**src/rtl/lpr_pkg.sv**
```systemverilog
// Shared types and constants of the line pixel rasteriser.
package lpr_pkg;

    localparam int CFG_IDX_BITS = 2;

    localparam logic [CFG_IDX_BITS-1:0] CFG_FIRST_X  = 2'd0;
    localparam logic [CFG_IDX_BITS-1:0] CFG_FIRST_Y  = 2'd1;
    localparam logic [CFG_IDX_BITS-1:0] CFG_SECOND_X = 2'd2;
    localparam logic [CFG_IDX_BITS-1:0] CFG_SECOND_Y = 2'd3;

    typedef enum logic [3:0] {
        S_IDLE   = 4'b0001,
        S_CHECK  = 4'b0010,
        S_DSTART = 4'b0100,
        S_DIV    = 4'b1000
    } t_state;

    // Commands from the controller to the datapath.
    typedef struct packed {
        logic step;
        logic restart;
        logic mul;
        logic div_start;
        logic resync;
    } t_cmd;

    // Status from the datapath to the controller.
    typedef struct packed {
        logic q_full;
        logic adv_ok;
        logic div_busy;
    } t_status;

endpackage

```
**src/rtl/lpr_in_if.sv**
```systemverilog
// Input channel of the line pixel rasteriser: one beat per step request.
interface lpr_in_if;
    logic valid;
    logic ready;
    logic begin_line;

    modport source (output valid, output begin_line, input ready);
    modport sink (input valid, input begin_line, output ready);
endinterface

```
**src/rtl/lpr_out_if.sv**
```systemverilog
// Output channel of the line pixel rasteriser: one beat per pixel result.
interface lpr_out_if #(
    parameter int COORD_BITS = 12
);
    logic                  valid;
    logic                  ready;
    logic [COORD_BITS-1:0] pixel_x;
    logic [COORD_BITS-1:0] pixel_y;
    logic                  drawn;
    logic                  on_screen;
    logic                  last_pixel;
    logic                  line_ok;

    modport source (output valid, output pixel_x, output pixel_y, output drawn,
                    output on_screen, output last_pixel, output line_ok, input ready);
    modport sink (input valid, input pixel_x, input pixel_y, input drawn,
                  input on_screen, input last_pixel, input line_ok, output ready);
endinterface

```
**src/rtl/lpr_div.sv**
```systemverilog
// Restoring divider, one quotient bit per cycle, for re-deriving the minor coordinate.
module lpr_div #(
    parameter int COORD_BITS = 12
) (
    input  logic                    i_clk,
    input  logic                    i_rst_n,
    input  logic                    i_start,
    input  logic [2*COORD_BITS+1:0] i_num,
    input  logic [COORD_BITS:0]     i_den,
    output logic                    o_busy,
    output logic [COORD_BITS-1:0]   o_quo,
    output logic [COORD_BITS:0]     o_rem
);
    localparam int CB = COORD_BITS;
    localparam int MW = 2 * CB + 2;
    localparam int CW = $clog2(CB);

    logic          r_busy;
    logic [CW-1:0] r_cnt;
    logic [CB:0]   r_rem;
    logic [CB-1:0] r_low;
    logic [CB-1:0] r_quo;

    logic [CB+1:0] trial;
    logic [CB+1:0] diff;
    logic          ge;

    // The quotient is known to fit in CB bits, so the top of the numerator
    // already lies below the divisor and only CB bits remain to be shifted in.
    assign trial = {r_rem, r_low[CB-1]};
    assign ge    = trial >= {1'b0, i_den};
    assign diff  = trial - {1'b0, i_den};

    always_ff @(posedge i_clk) begin
        if (!i_rst_n) begin
            r_busy <= 1'b0;
            r_cnt  <= '0;
        end else if (i_start) begin
            r_busy <= 1'b1;
            r_cnt  <= CW'(CB - 1);
        end else if (r_busy) begin
            if (r_cnt == '0) begin
                r_busy <= 1'b0;
            end
            r_cnt <= r_cnt - CW'(1);
        end
    end

    always_ff @(posedge i_clk) begin
        if (i_start) begin
            r_rem <= i_num[MW-2:CB];
            r_low <= i_num[CB-1:0];
        end else if (r_busy) begin
            r_rem <= ge ? diff[CB:0] : trial[CB:0];
            r_low <= {r_low[CB-2:0], 1'b0};
            r_quo <= {r_quo[CB-2:0], ge};
        end
    end

    assign o_busy = r_busy;
    assign o_quo  = r_quo;
    assign o_rem  = r_rem;

endmodule

```
**src/rtl/lpr_datapath.sv**
```systemverilog
// Datapath: endpoint registers, line geometry, pixel stepping and the result queue.
module lpr_datapath #(
    parameter int COORD_BITS    = 12,
    parameter int SCREEN_WIDTH  = 640,
    parameter int SCREEN_HEIGHT = 480
) (
    input  logic                              i_clk,
    input  logic                              i_rst_n,
    input  logic                              i_cfg_we,
    input  logic [lpr_pkg::CFG_IDX_BITS-1:0]  i_cfg_idx,
    input  logic [COORD_BITS-1:0]             i_cfg_data,
    input  lpr_pkg::t_cmd                     i_cmd,
    output lpr_pkg::t_status                  o_st,
    lpr_out_if.source                         o_pixel
);
    import lpr_pkg::*;

    localparam int CB = COORD_BITS;
    localparam int MW = 2 * CB + 2;
    localparam int RW = 2 * CB + 4;

    // Endpoint registers.
    logic [CB-1:0] r_first_x, r_first_y, r_second_x, r_second_y;

    // Geometry, recomputed from the endpoints and registered every cycle.
    logic          swap;
    logic [CB-1:0] lx, ly, hx, hy;
    logic [CB:0]   dx_full, dy, ady_full;
    logic [CB-1:0] dx_u, ady_u;
    logic          g_vert, g_neg, g_degen;
    logic [CB-1:0] g_major0, g_minor0, g_dmajor, g_mag;

    logic          r_g_vert, r_g_neg, r_g_degen;
    logic [CB-1:0] r_g_major0, r_g_minor0, r_g_dmajor, r_g_mag;

    // Line walk state.
    logic          r_active, n_active;
    logic          r_all_on, n_all_on;
    logic [CB:0]   r_k, n_k;
    logic [CB-1:0] r_major, n_major;
    logic [CB-1:0] r_minor, n_minor;
    logic [CB:0]   r_rem, n_rem;

    logic [MW-1:0]   r_num;
    logic [2*CB-1:0] prod;
    logic [MW-1:0]   num;

    logic [CB:0]   den;
    logic [CB+1:0] k1;
    logic          adv_ok;
    logic          div_busy;
    logic [CB-1:0] quo;
    logic [CB:0]   drem;

    logic [CB+1:0] radd;
    logic [CB+1:0] rsub;
    logic          carry;
    logic [CB:0]   inc_rem;
    logic [CB-1:0] inc_minor, inc_major;
    logic [CB-1:0] rs_minor, rs_major;
    logic [CB:0]   b_rem;

    logic          produce, restart_all, sel_last;
    logic [CB:0]   sel_k;
    logic [CB-1:0] sel_major, sel_minor;
    logic [CB:0]   sel_rem;
    logic [CB-1:0] pix_x, pix_y;
    logic          pix_on;

    logic          push, pop;
    logic [RW-1:0] res;
    logic          r_hv, n_hv, r_tv, n_tv;
    logic [RW-1:0] r_head, n_head, r_tail, n_tail;

    always_ff @(posedge i_clk) begin
        if (!i_rst_n) begin
            r_first_x  <= '0;
            r_first_y  <= '0;
            r_second_x <= '0;
            r_second_y <= '0;
        end else if (i_cfg_we) begin
            unique case (i_cfg_idx)
                CFG_FIRST_X:  r_first_x  <= i_cfg_data;
                CFG_FIRST_Y:  r_first_y  <= i_cfg_data;
                CFG_SECOND_X: r_second_x <= i_cfg_data;
                CFG_SECOND_Y: r_second_y <= i_cfg_data;
                default: ;
            endcase
        end
    end

    always_comb begin
        swap     = $signed(r_first_x) > $signed(r_second_x);
        lx       = swap ? r_second_x : r_first_x;
        ly       = swap ? r_second_y : r_first_y;
        hx       = swap ? r_first_x  : r_second_x;
        hy       = swap ? r_first_y  : r_second_y;
        dx_full  = {hx[CB-1], hx} - {lx[CB-1], lx};
        dy       = {hy[CB-1], hy} - {ly[CB-1], ly};
        ady_full = dy[CB] ? (~dy + 1'b1) : dy;
        dx_u     = dx_full[CB-1:0];
        ady_u    = ady_full[CB-1:0];
        g_degen  = (r_first_x == r_second_x) && (r_first_y == r_second_y);
        g_vert   = ady_u > dx_u;
        if (g_vert) begin
            // Steep line: walk up in y from the lower endpoint.
            g_major0 = dy[CB] ? hy : ly;
            g_minor0 = dy[CB] ? hx : lx;
            g_dmajor = ady_u;
            g_mag    = dx_u;
            g_neg    = dy[CB];
        end else begin
            g_major0 = lx;
            g_minor0 = ly;
            g_dmajor = dx_u;
            g_mag    = ady_u;
            g_neg    = dy[CB];
        end
    end

    always_ff @(posedge i_clk) begin
        r_g_vert   <= g_vert;
        r_g_neg    <= g_neg;
        r_g_degen  <= g_degen;
        r_g_major0 <= g_major0;
        r_g_minor0 <= g_minor0;
        r_g_dmajor <= g_dmajor;
        r_g_mag    <= g_mag;
    end

    assign den    = {r_g_dmajor, 1'b0};
    assign k1     = {1'b0, r_k} + (CB+2)'(1);
    assign adv_ok = r_active && !r_g_degen && (k1 <= {2'b00, r_g_dmajor});

    // Numerator of the minor offset at step k+1, for re-deriving after an endpoint change.
    assign prod = {{CB{1'b0}}, r_g_mag} * {{CB{1'b0}}, k1[CB-1:0]};
    assign num  = {1'b0, prod, 1'b0} + ((r_g_mag != '0) ? MW'(r_g_dmajor) : MW'(0));

    always_ff @(posedge i_clk) begin
        if (i_cmd.mul) begin
            r_num <= num;
        end
    end

    lpr_div #(
        .COORD_BITS (CB)
    ) u_div (
        .i_clk   (i_clk),
        .i_rst_n (i_rst_n),
        .i_start (i_cmd.div_start),
        .i_num   (r_num),
        .i_den   (den),
        .o_busy  (div_busy),
        .o_quo   (quo),
        .o_rem   (drem)
    );

    // Incremental step: the remainder grows by twice the minor extent and
    // wraps at most once, moving the minor coordinate by one.
    assign radd      = {1'b0, r_rem} + {1'b0, r_g_mag, 1'b0};
    assign carry     = radd >= {1'b0, den};
    assign rsub      = radd - {1'b0, den};
    assign inc_rem   = carry ? rsub[CB:0] : radd[CB:0];
    assign inc_minor = carry ? (r_g_neg ? r_minor - CB'(1) : r_minor + CB'(1)) : r_minor;
    assign inc_major = r_major + CB'(1);
    assign rs_minor  = r_g_neg ? r_g_minor0 - quo : r_g_minor0 + quo;
    assign rs_major  = r_g_major0 + k1[CB-1:0];
    assign b_rem     = (r_g_mag != '0) ? {1'b0, r_g_dmajor} : '0;

    always_comb begin
        n_active    = r_active;
        n_all_on    = r_all_on;
        n_k         = r_k;
        n_major     = r_major;
        n_minor     = r_minor;
        n_rem       = r_rem;
        push        = 1'b0;
        produce     = 1'b0;
        restart_all = 1'b0;
        sel_k       = k1[CB:0];
        sel_major   = inc_major;
        sel_minor   = inc_minor;
        sel_rem     = inc_rem;
        sel_last    = (k1 == {2'b00, r_g_dmajor});
        pix_x       = r_first_x;
        pix_y       = r_first_y;
        pix_on      = 1'b0;
        // The degenerate line result is the default payload.
        res         = {r_first_x, r_first_y, 1'b0, 1'b0, 1'b1, 1'b0};

        if (i_cmd.step && i_cmd.restart) begin
            n_k = '0;
            if (r_g_degen) begin
                n_active = 1'b0;
                n_all_on = 1'b0;
                push     = 1'b1;
            end else begin
                produce     = 1'b1;
                restart_all = 1'b1;
                sel_k       = '0;
                sel_major   = r_g_major0;
                sel_minor   = r_g_minor0;
                sel_rem     = b_rem;
                sel_last    = 1'b0;
            end
        end else if (i_cmd.step && r_active) begin
            if (adv_ok) begin
                produce = 1'b1;
            end else begin
                n_active = 1'b0;
            end
        end else if (i_cmd.resync) begin
            produce   = 1'b1;
            sel_major = rs_major;
            sel_minor = rs_minor;
            sel_rem   = drem;
        end

        if (produce) begin
            pix_x    = r_g_vert ? sel_minor : sel_major;
            pix_y    = r_g_vert ? sel_major : sel_minor;
            pix_on   = !pix_x[CB-1] && !pix_y[CB-1] && (int'(pix_x) < SCREEN_WIDTH)
                       && (int'(pix_y) < SCREEN_HEIGHT);
            n_k      = sel_k;
            n_major  = sel_major;
            n_minor  = sel_minor;
            n_rem    = sel_rem;
            n_all_on = (restart_all || r_all_on) && pix_on;
            n_active = !sel_last;
            push     = 1'b1;
            res      = {pix_x, pix_y, 1'b1, pix_on, sel_last, n_all_on};
        end
    end

    always_ff @(posedge i_clk) begin
        if (!i_rst_n) begin
            r_active <= 1'b0;
            r_all_on <= 1'b1;
            r_k      <= '0;
        end else begin
            r_active <= n_active;
            r_all_on <= n_all_on;
            r_k      <= n_k;
        end
    end

    always_ff @(posedge i_clk) begin
        r_major <= n_major;
        r_minor <= n_minor;
        r_rem   <= n_rem;
    end

    // Two-entry result queue: the head drives the output channel.
    assign pop = r_hv && o_pixel.ready;

    always_comb begin
        n_hv   = r_hv;
        n_tv   = r_tv;
        n_head = r_head;
        n_tail = r_tail;
        if (pop) begin
            n_hv   = r_tv;
            n_head = r_tail;
            n_tv   = 1'b0;
        end
        if (push) begin
            if (!n_hv) begin
                n_hv   = 1'b1;
                n_head = res;
            end else begin
                n_tv   = 1'b1;
                n_tail = res;
            end
        end
    end

    always_ff @(posedge i_clk) begin
        if (!i_rst_n) begin
            r_hv <= 1'b0;
            r_tv <= 1'b0;
        end else begin
            r_hv <= n_hv;
            r_tv <= n_tv;
        end
    end

    always_ff @(posedge i_clk) begin
        r_head <= n_head;
        r_tail <= n_tail;
    end

    assign o_pixel.valid      = r_hv;
    assign o_pixel.pixel_x    = r_head[RW-1 -: CB];
    assign o_pixel.pixel_y    = r_head[RW-CB-1 -: CB];
    assign o_pixel.drawn      = r_head[3];
    assign o_pixel.on_screen  = r_head[2];
    assign o_pixel.last_pixel = r_head[1];
    assign o_pixel.line_ok    = r_head[0];

    assign o_st.q_full   = r_tv;
    assign o_st.adv_ok   = adv_ok;
    assign o_st.div_busy = div_busy;

`ifndef SYNTHESIS
    a_no_push_when_full: assert property (@(posedge i_clk) disable iff (!i_rst_n)
        push |-> !r_tv)
        else $error("result pushed into a full queue");

    a_tail_needs_head: assert property (@(posedge i_clk) disable iff (!i_rst_n)
        r_tv |-> r_hv)
        else $error("queue tail valid without a head beat");

    a_head_held: assert property (@(posedge i_clk) disable iff (!i_rst_n)
        (r_hv && !o_pixel.ready) |=> (r_hv && $stable(r_head)))
        else $error("waiting pixel beat changed before it was taken");
`endif

endmodule

```
**src/rtl/lpr_ctrl.sv**
```systemverilog
// Controller: accepts step beats and sequences the datapath through fast and re-derive paths.
module lpr_ctrl (
    input  logic             i_clk,
    input  logic             i_rst_n,
    input  logic             i_cfg_we,
    lpr_in_if.sink           i_line,
    input  lpr_pkg::t_status i_st,
    output lpr_pkg::t_cmd    o_cmd
);
    import lpr_pkg::*;

    t_state r_state, n_state;
    logic   r_begin, n_begin;
    logic   r_stale;
    logic   r_resync, n_resync;
    logic   accept;

    assign i_line.ready = (r_state == S_IDLE) && !i_st.q_full;
    assign accept       = i_line.valid && i_line.ready;

    always_comb begin
        o_cmd    = '0;
        n_state  = r_state;
        n_begin  = r_begin;
        n_resync = r_resync;
        unique case (r_state)
            S_IDLE: begin
                if (accept) begin
                    // Geometry is only trusted once the endpoints have settled, and an
                    // advance after an endpoint change has to re-derive its position.
                    if (!r_stale && (i_line.begin_line || !r_resync)) begin
                        o_cmd.step    = 1'b1;
                        o_cmd.restart = i_line.begin_line;
                    end else begin
                        n_begin = i_line.begin_line;
                        n_state = S_CHECK;
                    end
                end
            end
            S_CHECK: begin
                if (r_begin || !i_st.adv_ok) begin
                    o_cmd.step    = 1'b1;
                    o_cmd.restart = r_begin;
                    n_state       = S_IDLE;
                end else begin
                    o_cmd.mul = 1'b1;
                    n_state   = S_DSTART;
                end
            end
            S_DSTART: begin
                o_cmd.div_start = 1'b1;
                n_state         = S_DIV;
            end
            S_DIV: begin
                if (!i_st.div_busy) begin
                    o_cmd.resync = 1'b1;
                    n_state      = S_IDLE;
                end
            end
            default: n_state = S_IDLE;
        endcase

        if (i_cfg_we) begin
            n_resync = 1'b1;
        end else if ((o_cmd.step && (o_cmd.restart || r_state == S_CHECK)) || o_cmd.resync) begin
            n_resync = 1'b0;
        end
    end

    always_ff @(posedge i_clk) begin
        if (!i_rst_n) begin
            r_state  <= S_IDLE;
            r_begin  <= 1'b0;
            r_stale  <= 1'b1;
            r_resync <= 1'b0;
        end else begin
            r_state  <= n_state;
            r_begin  <= n_begin;
            r_stale  <= i_cfg_we;
            r_resync <= n_resync;
        end
    end

`ifndef SYNTHESIS
    a_start_after_mul: assert property (@(posedge i_clk) disable iff (!i_rst_n)
        o_cmd.div_start |-> $past(o_cmd.mul))
        else $error("divider started without a loaded numerator");

    a_accept_next: assert property (@(posedge i_clk) disable iff (!i_rst_n)
        accept |=> (r_state == S_IDLE) || (r_state == S_CHECK))
        else $error("unexpected state after an accepted beat");

    a_busy_blocks_input: assert property (@(posedge i_clk) disable iff (!i_rst_n)
        i_st.div_busy |-> !i_line.ready)
        else $error("input ready while the divider is running");
`endif

endmodule

```
**src/rtl/line_pixel_rasterizer_unit.sv**
```systemverilog
// Top level of the line pixel rasteriser: controller, datapath and channel ports.
//
//  Port      Dir  Beat contents
//  i_line    in   begin_line: restart the line or advance one pixel
//  o_pixel   out  pixel_x, pixel_y, drawn, on_screen, last_pixel, line_ok
//  i_cfg_*   in   endpoint register write (first_x, first_y, second_x, second_y)
//
// An accepted beat normally steps straight away and its result enters the result queue
// at the accepting edge; a two-entry result queue lets input continue while a result
// waits. A restart accepted in the cycle just after an endpoint write first passes the
// check state, and the first advance after an endpoint write passes the check state and,
// if the line can still move, the divider-start and divide states while the bit-serial
// divider re-derives the minor coordinate. Reset clears the endpoints to zero and ends
// any line; there is no clearing pass. Input is held off while the result queue is full.
module line_pixel_rasterizer_unit #(
    parameter int COORD_BITS    = 12,
    parameter int SCREEN_WIDTH  = 640,
    parameter int SCREEN_HEIGHT = 480
) (
    input  logic                             i_clk,
    input  logic                             i_rst_n,
    input  logic                             i_cfg_we,
    input  logic [lpr_pkg::CFG_IDX_BITS-1:0] i_cfg_idx,
    input  logic [COORD_BITS-1:0]            i_cfg_data,
    lpr_in_if.sink                           i_line,
    lpr_out_if.source                        o_pixel
);
    import lpr_pkg::*;

    t_cmd    cmd;
    t_status st;

    lpr_ctrl u_ctrl (
        .i_clk    (i_clk),
        .i_rst_n  (i_rst_n),
        .i_cfg_we (i_cfg_we),
        .i_line   (i_line),
        .i_st     (st),
        .o_cmd    (cmd)
    );

    lpr_datapath #(
        .COORD_BITS    (COORD_BITS),
        .SCREEN_WIDTH  (SCREEN_WIDTH),
        .SCREEN_HEIGHT (SCREEN_HEIGHT)
    ) u_datapath (
        .i_clk      (i_clk),
        .i_rst_n    (i_rst_n),
        .i_cfg_we   (i_cfg_we),
        .i_cfg_idx  (i_cfg_idx),
        .i_cfg_data (i_cfg_data),
        .i_cmd      (cmd),
        .o_st       (st),
        .o_pixel    (o_pixel)
    );

endmodule

```
**src/flat_wrapper.sv**
```systemverilog
// flat-port wrapper written by rule: the top's interface ports become plain ports
module line_pixel_rasterizer_unit_flat import lpr_pkg::*;
#(
    parameter int COORD_BITS    = 12,
    parameter int SCREEN_WIDTH  = 640,
    parameter int SCREEN_HEIGHT = 480
)
  (i_clk, i_rst_n, i_cfg_we, i_cfg_idx, i_cfg_data, i_line_valid, i_line_begin_line, i_line_ready, o_pixel_valid, o_pixel_pixel_x, o_pixel_pixel_y, o_pixel_drawn, o_pixel_on_screen, o_pixel_last_pixel, o_pixel_line_ok, o_pixel_ready);
  lpr_in_if i_line_i ();
  lpr_out_if #(.COORD_BITS(COORD_BITS)) o_pixel_i ();
  input  logic i_clk;
  input  logic i_rst_n;
  input  logic i_cfg_we;
  input  logic [lpr_pkg::CFG_IDX_BITS-1:0] i_cfg_idx;
  input  logic [COORD_BITS-1:0] i_cfg_data;
  input wire logic [$bits(i_line_i.valid)-1:0] i_line_valid;
  input wire logic [$bits(i_line_i.begin_line)-1:0] i_line_begin_line;
  output wire logic [$bits(i_line_i.ready)-1:0] i_line_ready;
  output wire logic [$bits(o_pixel_i.valid)-1:0] o_pixel_valid;
  output wire logic [$bits(o_pixel_i.pixel_x)-1:0] o_pixel_pixel_x;
  output wire logic [$bits(o_pixel_i.pixel_y)-1:0] o_pixel_pixel_y;
  output wire logic [$bits(o_pixel_i.drawn)-1:0] o_pixel_drawn;
  output wire logic [$bits(o_pixel_i.on_screen)-1:0] o_pixel_on_screen;
  output wire logic [$bits(o_pixel_i.last_pixel)-1:0] o_pixel_last_pixel;
  output wire logic [$bits(o_pixel_i.line_ok)-1:0] o_pixel_line_ok;
  input wire logic [$bits(o_pixel_i.ready)-1:0] o_pixel_ready;
  assign i_line_i.valid = i_line_valid;
  assign i_line_i.begin_line = i_line_begin_line;
  assign i_line_ready = i_line_i.ready;
  assign o_pixel_valid = o_pixel_i.valid;
  assign o_pixel_pixel_x = o_pixel_i.pixel_x;
  assign o_pixel_pixel_y = o_pixel_i.pixel_y;
  assign o_pixel_drawn = o_pixel_i.drawn;
  assign o_pixel_on_screen = o_pixel_i.on_screen;
  assign o_pixel_last_pixel = o_pixel_i.last_pixel;
  assign o_pixel_line_ok = o_pixel_i.line_ok;
  assign o_pixel_i.ready = o_pixel_ready;
  line_pixel_rasterizer_unit #(.COORD_BITS(COORD_BITS), .SCREEN_WIDTH(SCREEN_WIDTH), .SCREEN_HEIGHT(SCREEN_HEIGHT)) u_core (.i_clk(i_clk), .i_rst_n(i_rst_n), .i_cfg_we(i_cfg_we), .i_cfg_idx(i_cfg_idx), .i_cfg_data(i_cfg_data), .i_line(i_line_i), .o_pixel(o_pixel_i));
endmodule
```
**config.mk**
```make
export PLATFORM = sky130hd
export DESIGN_NAME = line_pixel_rasterizer_unit_flat
export DESIGN_NICKNAME = d
export VERILOG_FILES = /design/src/rtl/lpr_pkg.sv /design/src/rtl/lpr_in_if.sv /design/src/rtl/lpr_out_if.sv /design/src/rtl/lpr_div.sv /design/src/rtl/lpr_datapath.sv /design/src/rtl/lpr_ctrl.sv /design/src/rtl/line_pixel_rasterizer_unit.sv /design/src/flat_wrapper.sv
export SDC_FILE = /design/constraint.sdc
export NUM_CORES = 1
export LEC_CHECK = 0
export BUFFER_PORTS_ARGS = -buffer_cell sky130_fd_sc_hd__buf_4
export CAP_MARGIN = 20
export CORE_MARGIN = 2
export CORE_UTILIZATION = 53
export DETAILED_ROUTE_END_ITERATION = 8
export GPL_ROUTABILITY_DRIVEN = 1
export PLACE_DENSITY = 0.66
export SYNTH_ARGS = -nofsm -noshare
export SYNTH_HDL_FRONTEND = slang
export SYNTH_SLANG_ARGS = --single-unit
```
**constraint.sdc**
```tcl
create_clock -name i_clk -period 10.6 [get_ports i_clk]
set_clock_uncertainty 0.2 [all_clocks]
set_input_delay 1.06 -clock i_clk [delete_from_list [all_inputs] [get_ports i_clk]]
set_output_delay 1.06 -clock i_clk [all_outputs]
set_load 0.05 [all_outputs]
```
**Yosys cells after proc, flatten, opt, wreduce, memory -nomap -nowiden**

Cells that the tools add are included.

- Bits in registers: 283
- Memory bits (writable): 0
- Input bits: 20
- Output and inout bits: 30
- Logic and storage cells: 208
- Memories kept: 0
- Bits in latches: 0
- Bits in read-only memories: 0

- $mul: 1
- Bitwise gates (word level): 4
- Add/sub/neg operators: 15
- Muxes and demuxes: 88
- Divide/modulo/power cells: 0
- Equal/unequal tests: 15
- Shift operators: 0
- Reduce and logical (&&, ||, !) cells: 46
- $lt $le $gt $ge: 7

Operators by type and width:

| kind | count |
|---|---|
| $mux 12 | 28 |
| $mux 13 | 12 |
| $mux 28 | 4 |
| $add 12x1->12 const B | 3 |
| $mux 1 | 33 |
| $ge 14x13->1 | 2 |
| $sub 13x13->13 | 2 |
| $add 25x12->25 | 1 |
| $add 12x12->12 | 2 |
| $eq 12x12->1 | 2 |
| $gt 12x12->1 | 2 |
| $mul 12x12->24 | 1 |
| $sub 12x12->12 | 2 |
| $mux 4 | 5 |
| $pmux 4 s4 | 1 |
| $add 13x1->14 const B | 1 |
| $add 13x13->14 | 1 |
| $eq 14x12->1 | 1 |
| $le 14x12->1 | 1 |
| $logic_and 1x1->1 | 14 |
| $reduce_and 2->1 | 7 |
| $sub 12x12->13 | 1 |
| $lt 12x10->1 const B | 1 |
| $lt 12x9->1 const B | 1 |
| other kinds (25) | 48 |

**Longest topological paths before layout**

Gate-level depths: netlist of the first run.

- Word-level depth: 19
- Gate-level depth with buffers: 35
- Depth with buffers taken out: 30

**Cells and area by module**

From an unflattened synthesis of the first run, not the netlist that was laid out.

- Cells, all modules: 2,727
- Area, all modules: 24,193.2 µm²

Modules (own cells, without submodules):

| module | cells each | times used | area an instance (µm²) | sequential area each (µm²) |
|---|---|---|---|---|
| lpr_datapath | 2,447 | 1 | 21,146.5 | 5,615.4 |
| lpr_div | 229 | 1 | 2,572.5 | 1,211.2 |
| lpr_ctrl | 51 | 1 | 474.2 | 140.1 |

**Least setup slack after synthesis of the first run**

Ideal clock, no wire load.

- Path type: reg-to-reg
- Start: reg u_core.u_datapath.r_k[2]
- End: reg u_core.u_datapath.r_num[24] (data pin)
- Buffers on the path: 4
- Setup slack: 3.278 ns
- Arrival time: 6.865 ns
- Setup time: 0.258 ns
- Cell stages (with the launch flop): 32
- Clock period less this slack: 7.322 ns
- Required time: 10.142 ns
- Cells stage by stage: dfxtp_1 and3_1 nand3_1 or2_2 clkbuf_1 nor2_1 xor2_1 clkbuf_1 clkbuf_1 nand2_1 fa_1 fa_1 inv_1 fa_1 fa_1 inv_1 fa_1 inv_1 ha_1 clkbuf_1 inv_1 o21ai_0 a21o_1 a21o_1 a211oi_1 o31ai_1 a21oi_1 xor2_1 nand4b_1 nor2_1 nand4_1 xnor2_1

- Cells in the longest elaborated chain, start to end: 3

RTL lines:

| item | RTL line | source |
|---|---|---|
| start: declaration | lpr_datapath.sv:39 | `logic [CB:0] r_k, n_k;` |
| start signal: assignment | lpr_datapath.sv:243 | `r_k <= n_k;` |
| $add 13x1->14 | lpr_datapath.sv:132 | `assign k1 = {1'b0, r_k} + (CB+2)'(1);` |
| $mul 12x12->24 | lpr_datapath.sv:136 | `assign prod = {{CB{1'b0}}, r_g_mag} * {{CB{1'b0}}, k1[CB-1:0]};` |
| $add 25x12->25 | lpr_datapath.sv:137 | `assign num = {1'b0, prod, 1'b0} + ((r_g_mag != '0) ? MW'(r_g_dmajor) : MW'(0));` |
| named net u_core.u_datapath.num[24] | lpr_datapath.sv:46 | `logic [MW-1:0] num;` |
| end signal: assignment | lpr_datapath.sv:141 | `r_num <= num;` |
| end: declaration | lpr_datapath.sv:44 | `logic [MW-1:0] r_num;` |

The timed path passes the listed nets, and every way through them passes these cells.
A chain may end at the register's enable or synchronous reset.

**Worst setup path in the final report of the first run**

Ends and elaborated chain as after synthesis.

==> PnR_summary.wiki, run 1 <==
{| class="wikitable"
! Metric !! Value
|-
| Via count of the first global-routing pass || 19700
|-
| Clock tree from TritonCTS || built
|-
| Antenna violations before repair || 1
|-
| Number of register bits inferred by synthesis || 283
|-
| Synth-to-layout area growth || 8.82%
|-
| Port Buffers || 49
|-
| Outcome || finished, final reports clean
|-
| Clock tree sinks || 283
|-
| Critical register-to-register path startpoint || u_core.u_datapath.r_k[2]$_SDFFE_PN0P_
|-
| Final total negative setup slack || 0 ps
|-
| Die width || 215 µm
|-
| Remaining DRCs || 0
|-
| Mapped Area || 0.0237 mm²
|-
| DRT Pass-1 Iters || 6
|-
| Critical hold path startpoint || u_core.u_datapath.r_k[4]$_SDFFE_PN0P_
|-
| Library cell used as clock root buffer || sky130_fd_sc_hd__clkbuf_16
|-
| Area used by multi-input combinational logic || 0.0152 mm²
|-
| Asr flop ratio synth || 0%
|-
| Total die area || 0.0464 mm²
|-
| Detailed Place HPWL || 52200 µm
|-
| Type of the tightest min-delay check || flip-flop to flip-flop
|-
| Leakage power total || 11.1 nW
|-
| Final worst path period share || 79.2%
|-
| Final standard cell count with taps included and fillers excluded || 3383
|-
| Cells after DPL || 3314
|-
| Setup repair after global routing missed its margin || false
|-
| Max stage delay cell, worst path || sky130_fd_sc_hd__xor2_1
|-
| Max-Slew Margin vs Limit || 26.7%
|-
| Total setup buffers inserted after CTS || 0
|-
| Cells on Worst Hold Path || 2
|-
| Register Area || 0.00694 mm²
|-
| Seq/Total Area, Yosys || 29.3%
|-
| Synthesized Nets || 3082
|-
| Routed wirelength normalized by instance count || 20.7 µm
|-
| Source-to-sink clock delay at the later pin of the worst-skew pair || 560 ps
|-
| Path type of the worst setup path || flip-flop to flip-flop
|-
| Final Worst Setup Slack || 2210 ps
|-
| Fraction of layout instances using a drive strength above 1 || 7.81%
|-
| Data required time of the worst path || 10700 ps
|-
| Maximum net fanout on the critical path || 12
|-
| Warnings from Yosys || 0
|-
| CTS buffer count || 35
|-
| Post-route cell area || 0.0258 mm²
|-
| Post-Syn Instances || 2771
|-
| Std-Cell Core Area || 0.0441 mm²
|-
| Final count of hold timing violations || 0
|-
| Post-cts hold buffer count || 0
|-
| Post-detailed-route count of antenna-violating nets || 0
|-
| Count of flip-flops with a built-in enable after synthesis || 127
|-
| Crit path capture type || flip-flop
|-
| # setup viols final || 0
|-
| Number of cells upsized or downsized after cts || 0
|-
| Count of unique library cells instantiated by Yosys || 88
|-
| Highest clock rate || 119 MHz
|-
| Final global-route overflow total || 0
|-
| FILL cells || 4081
|-
| Syn Area/Cell || 8.55 µm²
|-
| Total routed wirelength || 70100 µm
|-
| Slew at the pin closest to its max-slew limit || 1100 ps
|-
| Cell row count || 77
|-
| Data arrival, critical path || 8490 ps
|-
| Number of maximum-capacitance violations || 0
|-
| Number of I/O pins || 50
|-
| Minimum clock period || 8390 ps
|-
| Maximum number of buffers from clock root to sink || 3
|-
| Longest individual stage delay on the worst path || 740 ps
|-
| Overall track demand over capacity in global routing || 30.2%
|-
| Reg-to-reg slack, setup || 2210 ps
|-
| Cell occurring most often along the worst timing path || sky130_fd_sc_hd__fa_1
|-
| Weighted congestion at the end of routability-driven global placement || 0.926
|-
| Worst flop-to-flop path endpoint || u_core.u_datapath.r_num[24]$_DFFE_PP_
|-
| Max rail drop VDD || 0.209 mV
|-
| Synth Flop Type || sky130_fd_sc_hd__dfxtp_1
|-
| Starting Density || 53.7%
|-
| Vias per Instance || 6.04
|-
| Hold_ws || 281 ps
|-
| Vias post-DR || 20400
|-
| Largest net degree at the start of global routing || 63
|-
| Number of violations reported at the end of detailed-routing iteration 0 || 1896
|-
| Kind of start point of the critical path || flip-flop
|-
| Setup Slack @ Placement || 2350 ps
|-
| FF-to-FF path depth || 27
|-
| Count of nets after finishing || 3074
|-
| Height of the die || 215 µm
|-
| Wire length of the first global-routing pass || 111000 µm
|-
| Number of levels the H-tree was split into || 2
|-
| Final Max Tran Viols || 0
|-
| Total placed instance area || 0.0246 mm²
|-
| Worst Hold End || u_core.u_datapath.r_k[4]$_SDFFE_PN0P_
|-
| Power per standard cell area || 300 mW/mm²
|-
| Clock slew at reported path FFs || 60 ps
|}
## flip-flops by register name, summed over array words and instances (netlist names), 13 cells and up
register,cells
u_core.u_datapath.r_k,13
u_core.u_datapath.r_rem,13
u_core.u_datapath.u_div.o_rem,13
u_core.u_datapath.r_num,25
u_core.u_datapath.r_head,28
u_core.u_datapath.r_tail,28
## synth_stat cells (all sizes together), types with 30 or more instances
library cell | number | share of area, %
nand3 | 84 | 1.8
nor2 | 185 | 2.9
o21ai | 115 | 2.5
dfxtp | 156 | 13
xor2 | 46 | 1.7
and2 | 65 | 1.7
a211oi | 41 | 1.3
a21o | 48 | 1.5
a31oi | 55 | 1.5
inv | 284 | 4.5
edfxtp | 127 | 16
nor3 | 34 | 0.72
mux2i | 66 | 2.8
nand2b | 36 | 0.95
nand2 | 325 | 5.2
fa | 107 | 9.0
ha | 184 | 9.7
xnor2 | 103 | 3.8
a21oi | 199 | 4.2
clkbuf | 119 | 1.9
and3 | 30 | 0.81
nor2b | 33 | 0.87
o21bai | 31 | 0.98
## layout make-up
class / instances / area share, %
Sequential cell: 283 / 26.9
Tap cell: 592 / 2.87
Clock buffer: 48 / 3.82
Timing Repair Buffer: 90 / 2.75
Antenna cell: 1 / 0.00971
Inverter: 284 / 4.14
Clock inverter: 16 / 0.379
Multi-Input combinational cell: 2069 / 59.1
## through the flow
| step | power [mW] | util [%] |
|---|---|---|
| after floorplan | 5.19 | - |
| after global placement | 6.33 | 55.8 |
| after detailed placement | 6.44 | 55.8 |
| after CTS | 7.61 | 58.3 |
| after global routing | 8.27 | 58.4 |
| final | 7.72 | 58.4 |
## worst max-delay path by stage
stage | start | to | cells past startpoint
3_3_place_gp | u_core.u_datapath.r_k[2]$_SDFFE_PN0P_ | u_core.u_datapath.r_num[24]$_DFFE_PP_ | 27
2_1_floorplan | u_core.u_datapath.r_k[2]$_SDFFE_PN0P_ | u_core.u_datapath.r_num[24]$_DFFE_PP_ | 31
3_5_place_dp | u_core.u_datapath.r_k[2]$_SDFFE_PN0P_ | u_core.u_datapath.r_num[24]$_DFFE_PP_ | 27
6_report | u_core.u_datapath.r_k[2]$_SDFFE_PN0P_ | u_core.u_datapath.r_num[24]$_DFFE_PP_ | 27
4_1_cts | u_core.u_datapath.r_k[2]$_SDFFE_PN0P_ | u_core.u_datapath.r_num[24]$_DFFE_PP_ | 27
5_1_grt | u_core.u_datapath.r_k[2]$_SDFFE_PN0P_ | u_core.u_datapath.r_num[24]$_DFFE_PP_ | 27
## per-layer routing
metal | GRT usage, % | vias to the layer above | routed length [µm]
li1 | - | 9617 | -
met1 | 42.7 | 9789 | 30900
met2 | 47.2 | 878 | 30800
met3 | 4.96 | 138 | 6120
met4 | 10.1 | 0 | 2240
met5 | 0 | - | 0
## cells by family (layout without fill, tap and decap cells)
| group | count (synthesis) | count (layout) | synth area share [%] |
|---|---|---|---|
| AOI/OAI and AO/OA | 657 | 657 | 18.0 |
| xor gates and xnor gates | 149 | 149 | 5.51 |
| adders and majority gates | 291 | 291 | 18.8 |
| buffers and inverters | 419 | 438 | 6.73 |
| DFF | 283 | 283 | 29.3 |
| muxes | 93 | 93 | 4.07 |
| other | 0 | 1 | 0 |
| and+or+nand+nor | 879 | 879 | 17.7 |
## power breakdown
part	leakage (nW)	internal [mW]	switching, mW	total [mW]
logic	8.17	1.84	2.93	4.78
clock network	0.537	0.655	0.492	1.15
registers	2.41	1.51	0.296	1.80
total	11.1	4.00	3.72	7.72
## worst max-delay path: cells and delay by family (launching register included)
family | cells | cell delay [ps]
AND/OR/NAND/NOR | 8 | 1680
flip-flops | 1 | 430
AO/OA/AOI/OAI | 6 | 1340
XOR/XNOR | 3 | 1060
buffers and inverters | 4 | 550
adder cells (fa/ha/maj) | 6 | 2860
## cell usage in the layout (no fill, tap or decap), types with 39 or more instances in the layout
cell type / netlist / routed
sky130_fd_sc_hd__xnor2_1: 103 / 102
sky130_fd_sc_hd__fa_1: 107 / 107
sky130_fd_sc_hd__nor2_1: 184 / 183
sky130_fd_sc_hd__a211oi_1: 40 / 39
sky130_fd_sc_hd__nand2_1: 323 / 323
sky130_fd_sc_hd__a21oi_1: 198 / 196
sky130_fd_sc_hd__mux2i_1: 66 / 66
sky130_fd_sc_hd__ha_1: 184 / 184
sky130_fd_sc_hd__a31oi_1: 55 / 55
sky130_fd_sc_hd__a21o_1: 47 / 47
sky130_fd_sc_hd__o21ai_0: 109 / 108
sky130_fd_sc_hd__dfxtp_1: 156 / 156
sky130_fd_sc_hd__xor2_1: 46 / 45
sky130_fd_sc_hd__nand3_1: 83 / 83
sky130_fd_sc_hd__inv_1: 282 / 281
sky130_fd_sc_hd__and2_1: 65 / 65
sky130_fd_sc_hd__buf_4: 1 / 86
sky130_fd_sc_hd__edfxtp_1: 127 / 127
(Power assumes the default switching activity.)
==> inputs of run 2 (changes only) <==
--- a/config.mk
+++ b/config.mk
@@ -11,7 +11,7 @@
 export CORE_UTILIZATION = 53
 export DETAILED_ROUTE_END_ITERATION = 8
 export GPL_ROUTABILITY_DRIVEN = 1
-export PLACE_DENSITY = 0.66
+export PLACE_DENSITY = 0.69
 export SYNTH_ARGS = -nofsm -noshare
 export SYNTH_HDL_FRONTEND = slang
 export SYNTH_SLANG_ARGS = --single-unit
==> constraint.sdc (replaced) <==
create_clock -name i_clk -period 7.5 [get_ports i_clk]
set_clock_uncertainty 0.2 [all_clocks]
set_input_delay 0.75 -clock i_clk [delete_from_list [all_inputs] [get_ports i_clk]]
set_output_delay 0.75 -clock i_clk [all_outputs]
set_load 0.05 [all_outputs]
==> run 2 against run 1 <==
Sequential power up 41%. Utilization up 0.98 points. Clock power is 57% higher. First-iteration DRC count rose by 4.6%. Die area unchanged. Routed wire length fell by 1.9%. Combinational power rose by 43%. Non-clock buffer count is 32 higher. Setup slack lost 1900 ps. Power is 45% higher. Via count up 1.3%. Worst hold slack worse by 75 ps. Critical path type unchanged.
==> PnR_summary.wiki, run 2 (synthesized netlist as in run 1, its figures left out) <==
{| class="wikitable"
! Metric !! Value
|-
| Die width || 215 µm (unchanged)
|-
| Maximum net fanout on the critical path || 57 (was 12)
|-
| Sequential group share of total power || 22.7% (was 23.3%)
|-
| Commonest non-fill, non-tap cell in the layout || sky130_fd_sc_hd__nand2_1 (unchanged)
|-
| Library cell used as clock root buffer || sky130_fd_sc_hd__clkbuf_16 (unchanged)
|-
| Minimum clock period || 7220 ps (was 8390 ps)
|-
| Final total negative setup slack || 0 ps (unchanged)
|-
| # setup viols final || 0 (unchanged)
|-
| Highest clock rate || 139 MHz (was 119 MHz)
|-
| Via count of the first global-routing pass || 20100 (was 19700)
|-
| Total placed instance area || 0.0249 mm² (was 0.0246 mm²)
|-
| Net switching power figure || 5.33 mW (was 3.72 mW)
|-
| Number of levels the H-tree was split into || 2 (unchanged)
|-
| Remaining DRCs || 0 (unchanged)
|-
| Internal portion of total power || 5.86 mW (was 4.00 mW)
|-
| Leading cell types in the layout, fill and taps excluded || sky130_fd_sc_hd__nand2_1, sky130_fd_sc_hd__inv_1, sky130_fd_sc_hd__a21oi_1 (unchanged)
|-
| Source-to-sink clock delay at the later pin of the worst-skew pair || 560 ps (about the same)
|-
| CTS buffer count || 34 (was 35)
|-
| Relative contribution of the clock network to total power || 16.1% (was 14.8%)
|-
| Final worst path period share || 96.2% (was 79.2%)
|-
| Clock tree from TritonCTS || built (unchanged)
|-
| Registers with the highest flip-flop counts || u_core.u_datapath.r_head x28, u_core.u_datapath.r_tail x28, u_core.u_datapath.r_num x25 (unchanged)
|-
| Cells on Worst Hold Path || 2 (unchanged)
|-
| Sum of buffers and inverters on the critical path || 2 (was 4)
|-
| Setup Slack @ Placement || -41.1 ps (was 2350 ps)
|-
| Maximum number of buffers from clock root to sink || 3 (unchanged)
|-
| Slew at the pin closest to its max-slew limit || 1030 ps (was 1100 ps)
|-
| Max rail drop VDD || 0.363 mV (was 0.209 mV)
|-
| Final Worst Setup Slack || 284 ps (was 2210 ps)
|-
| Detailed Place HPWL || 51900 µm (was 52200 µm)
|-
| Vias post-DR || 20700 (was 20400)
|-
| Final Max Tran Viols || 0 (unchanged)
|-
| Data required time of the worst path || 7700 ps (was 10700 ps)
|-
| Clock slew at reported path FFs || 70 ps (was 60 ps)
|-
| Weighted congestion at the end of routability-driven global placement || 1.00 (was 0.926)
|-
| CP delay by family, top || compound AO/OA/AOI/OAI gates (was adder cells)
|-
| Number of violations reported at the end of detailed-routing iteration 0 || 1984 (was 1896)
|-
| Leakage power total || 11.4 nW (was 11.1 nW)
|-
| Hold_ws || 206 ps (was 281 ps)
|-
| Cell occurring most often along the worst timing path || sky130_fd_sc_hd__ha_1 (was sky130_fd_sc_hd__fa_1)
|-
| Port Buffers || 49 (unchanged)
|-
| Power per standard cell area || 427 mW/mm² (was 300 mW/mm²)
|-
| Cell row count || 77 (unchanged)
|-
| Largest net degree at the start of global routing || 72 (was 63)
|-
| Routed wirelength normalized by instance count || 20.2 µm (was 20.7 µm)
|-
| FF-to-FF path depth || 26 (was 27)
|-
| Count of nets after finishing || 3105 (was 3074)
|-
| Path type of the worst setup path || flip-flop to flip-flop (unchanged)
|-
| Post-detailed-route count of antenna-violating nets || 0 (unchanged)
|-
| Wire length of the first global-routing pass || 109000 µm (was 111000 µm)
|-
| Post-cts hold buffer count || 0 (unchanged)
|-
| Max stage delay cell, worst path || sky130_fd_sc_hd__or4b_4 (was sky130_fd_sc_hd__xor2_1)
|-
| Final count of hold timing violations || 0 (unchanged)
|-
| Total routed wirelength || 68800 µm (was 70100 µm)
|-
| Std-Cell Core Area || 0.0441 mm² (unchanged)
|-
| DRT Pass-1 Iters || 6 (unchanged)
|-
| Final core utilization || 59.4% (was 58.4%)
|-
| Data arrival, critical path || 7410 ps (was 8490 ps)
|-
| Final global-route overflow total || 0 (unchanged)
|-
| Final standard cell count with taps included and fillers excluded || 3413 (was 3383)
|-
| Longest individual stage delay on the worst path || 570 ps (was 740 ps)
|-
| Post-route cell area || 0.0262 mm² (was 0.0258 mm²)
|-
| Switching part of the total || 47.6% (was 48.2%)
|-
| Stages on the worst setup path || 26 (was 27)
|-
| Kind of start point of the critical path || flip-flop (unchanged)
|-
| Number of maximum-capacitance violations || 0 (unchanged)
|-
| Max-Slew Margin vs Limit || 31.2% (was 26.7%)
|-
| Fraction of layout instances using a drive strength above 1 || 9.54% (was 7.81%)
|-
| Overall track demand over capacity in global routing || 29.5% (was 30.2%)
|-
| Total die area || 0.0464 mm² (unchanged)
|-
| Type of the tightest min-delay check || input pin to flip-flop (was flip-flop to flip-flop)
|-
| Outcome || finished, final reports clean (unchanged)
|-
| Synth-to-layout area growth || 10.7% (was 8.82%)
|-
| Share of total power in combinational logic || 61.3% (was 61.8%)
|-
| Clock tree sinks || 283 (unchanged)
|-
| Antenna violations before repair || 6 (was 1)
|-
| Vias per Instance || 6.06 (was 6.04)
|-
| Crit path capture type || flip-flop (unchanged)
|-
| Cells after DPL || 3347 (was 3314)
|-
| Power, Total || 11.2 mW (was 7.72 mW)
|-
| Height of the die || 215 µm (unchanged)
|-
| Starting Density || 53.7% (unchanged)
|-
| Number of I/O pins || 50 (unchanged)
|}
run 2: layout make-up:
type                       count  area [µm²]
multi-input combinational   2069       15300
clock inverter                21         270
tap                          592         741
timing repair buffer         122         953
inverter                     284        1070
fill                        3952       17900
antenna                        1        2.50
clock buffer                  41         940
sequential                   283        6940
run 2: worst reg2reg max path: stages, from the launching register on:
cell                        delay (ps)
sky130_fd_sc_hd__dfxtp_1           460
sky130_fd_sc_hd__inv_1             110
sky130_fd_sc_hd__ha_1              440
sky130_fd_sc_hd__nand4_2           180
sky130_fd_sc_hd__a211o_1           330
sky130_fd_sc_hd__nand3_2           100
sky130_fd_sc_hd__nand2_2            80
sky130_fd_sc_hd__nor2_1            100
sky130_fd_sc_hd__a21oi_1            50
sky130_fd_sc_hd__ha_1              230
sky130_fd_sc_hd__o31ai_1           270
sky130_fd_sc_hd__o2111ai_1         140
sky130_fd_sc_hd__nand2_1           140
sky130_fd_sc_hd__o31ai_1           110
sky130_fd_sc_hd__xnor2_1           370
sky130_fd_sc_hd__or4b_4            570
sky130_fd_sc_hd__a2111oi_4         440
sky130_fd_sc_hd__mux2i_1           360
sky130_fd_sc_hd__nand2_1           170
sky130_fd_sc_hd__xor2_1            170
sky130_fd_sc_hd__ha_1              310
sky130_fd_sc_hd__nand4_1           150
sky130_fd_sc_hd__or3_1             440
sky130_fd_sc_hd__a21oi_4           190
sky130_fd_sc_hd__buf_12            280
sky130_fd_sc_hd__a211oi_1          170
sky130_fd_sc_hd__a31oi_1           500
run 2: power by group through the flow:
stage          clock [mW]  combinational (mW)  sequential (mW)
4_1_cts              1.82                6.71             2.51
6_report             1.80                6.85             2.53
3_3_place_gp            0                6.49             2.53
2_1_floorplan           0                4.79             2.54
5_1_grt              1.88                7.51             2.56
3_5_place_dp            0                6.66             2.54
run 2: what timing repair did:
| action | 4_1_cts | 5_1_grt |
|---|---|---|
| setup endpoints to repair | 3 | 9 |
| setup buffers | 0 | 2 |
| gates resized for setup | 1 | 22 |
| pin swaps | 0 | 6 |
run 2: final timing paths:
kind | startpoint | endpoint | slack (ps)
max | u_core.u_datapath.r_second_x[9]$_SDFFE_PN0P_ | u_core.u_datapath.r_g_minor0[11]$_DFF_P_ | 280
min | i_rst_n | u_core.u_ctrl.r_stale$_SDFF_PN1_ | 210
max reg2reg | u_core.u_datapath.r_second_x[9]$_SDFFE_PN0P_ | u_core.u_datapath.r_g_minor0[11]$_DFF_P_ | 280
min reg2reg | u_core.u_datapath.r_all_on$_SDFFE_PN1P_ | u_core.u_datapath.r_all_on$_SDFFE_PN1P_ | 270
run 2: layer usage:
metal / up-vias / GRT usage [%] / wire (µm)
met5: - / 0 / 15
met4: 2 / 13.4 / 3230
li1: 9675 / - / -
met2: 866 / 46.2 / 30700
met3: 200 / 6.41 / 6130
met1: 9938 / 39.2 / 28700
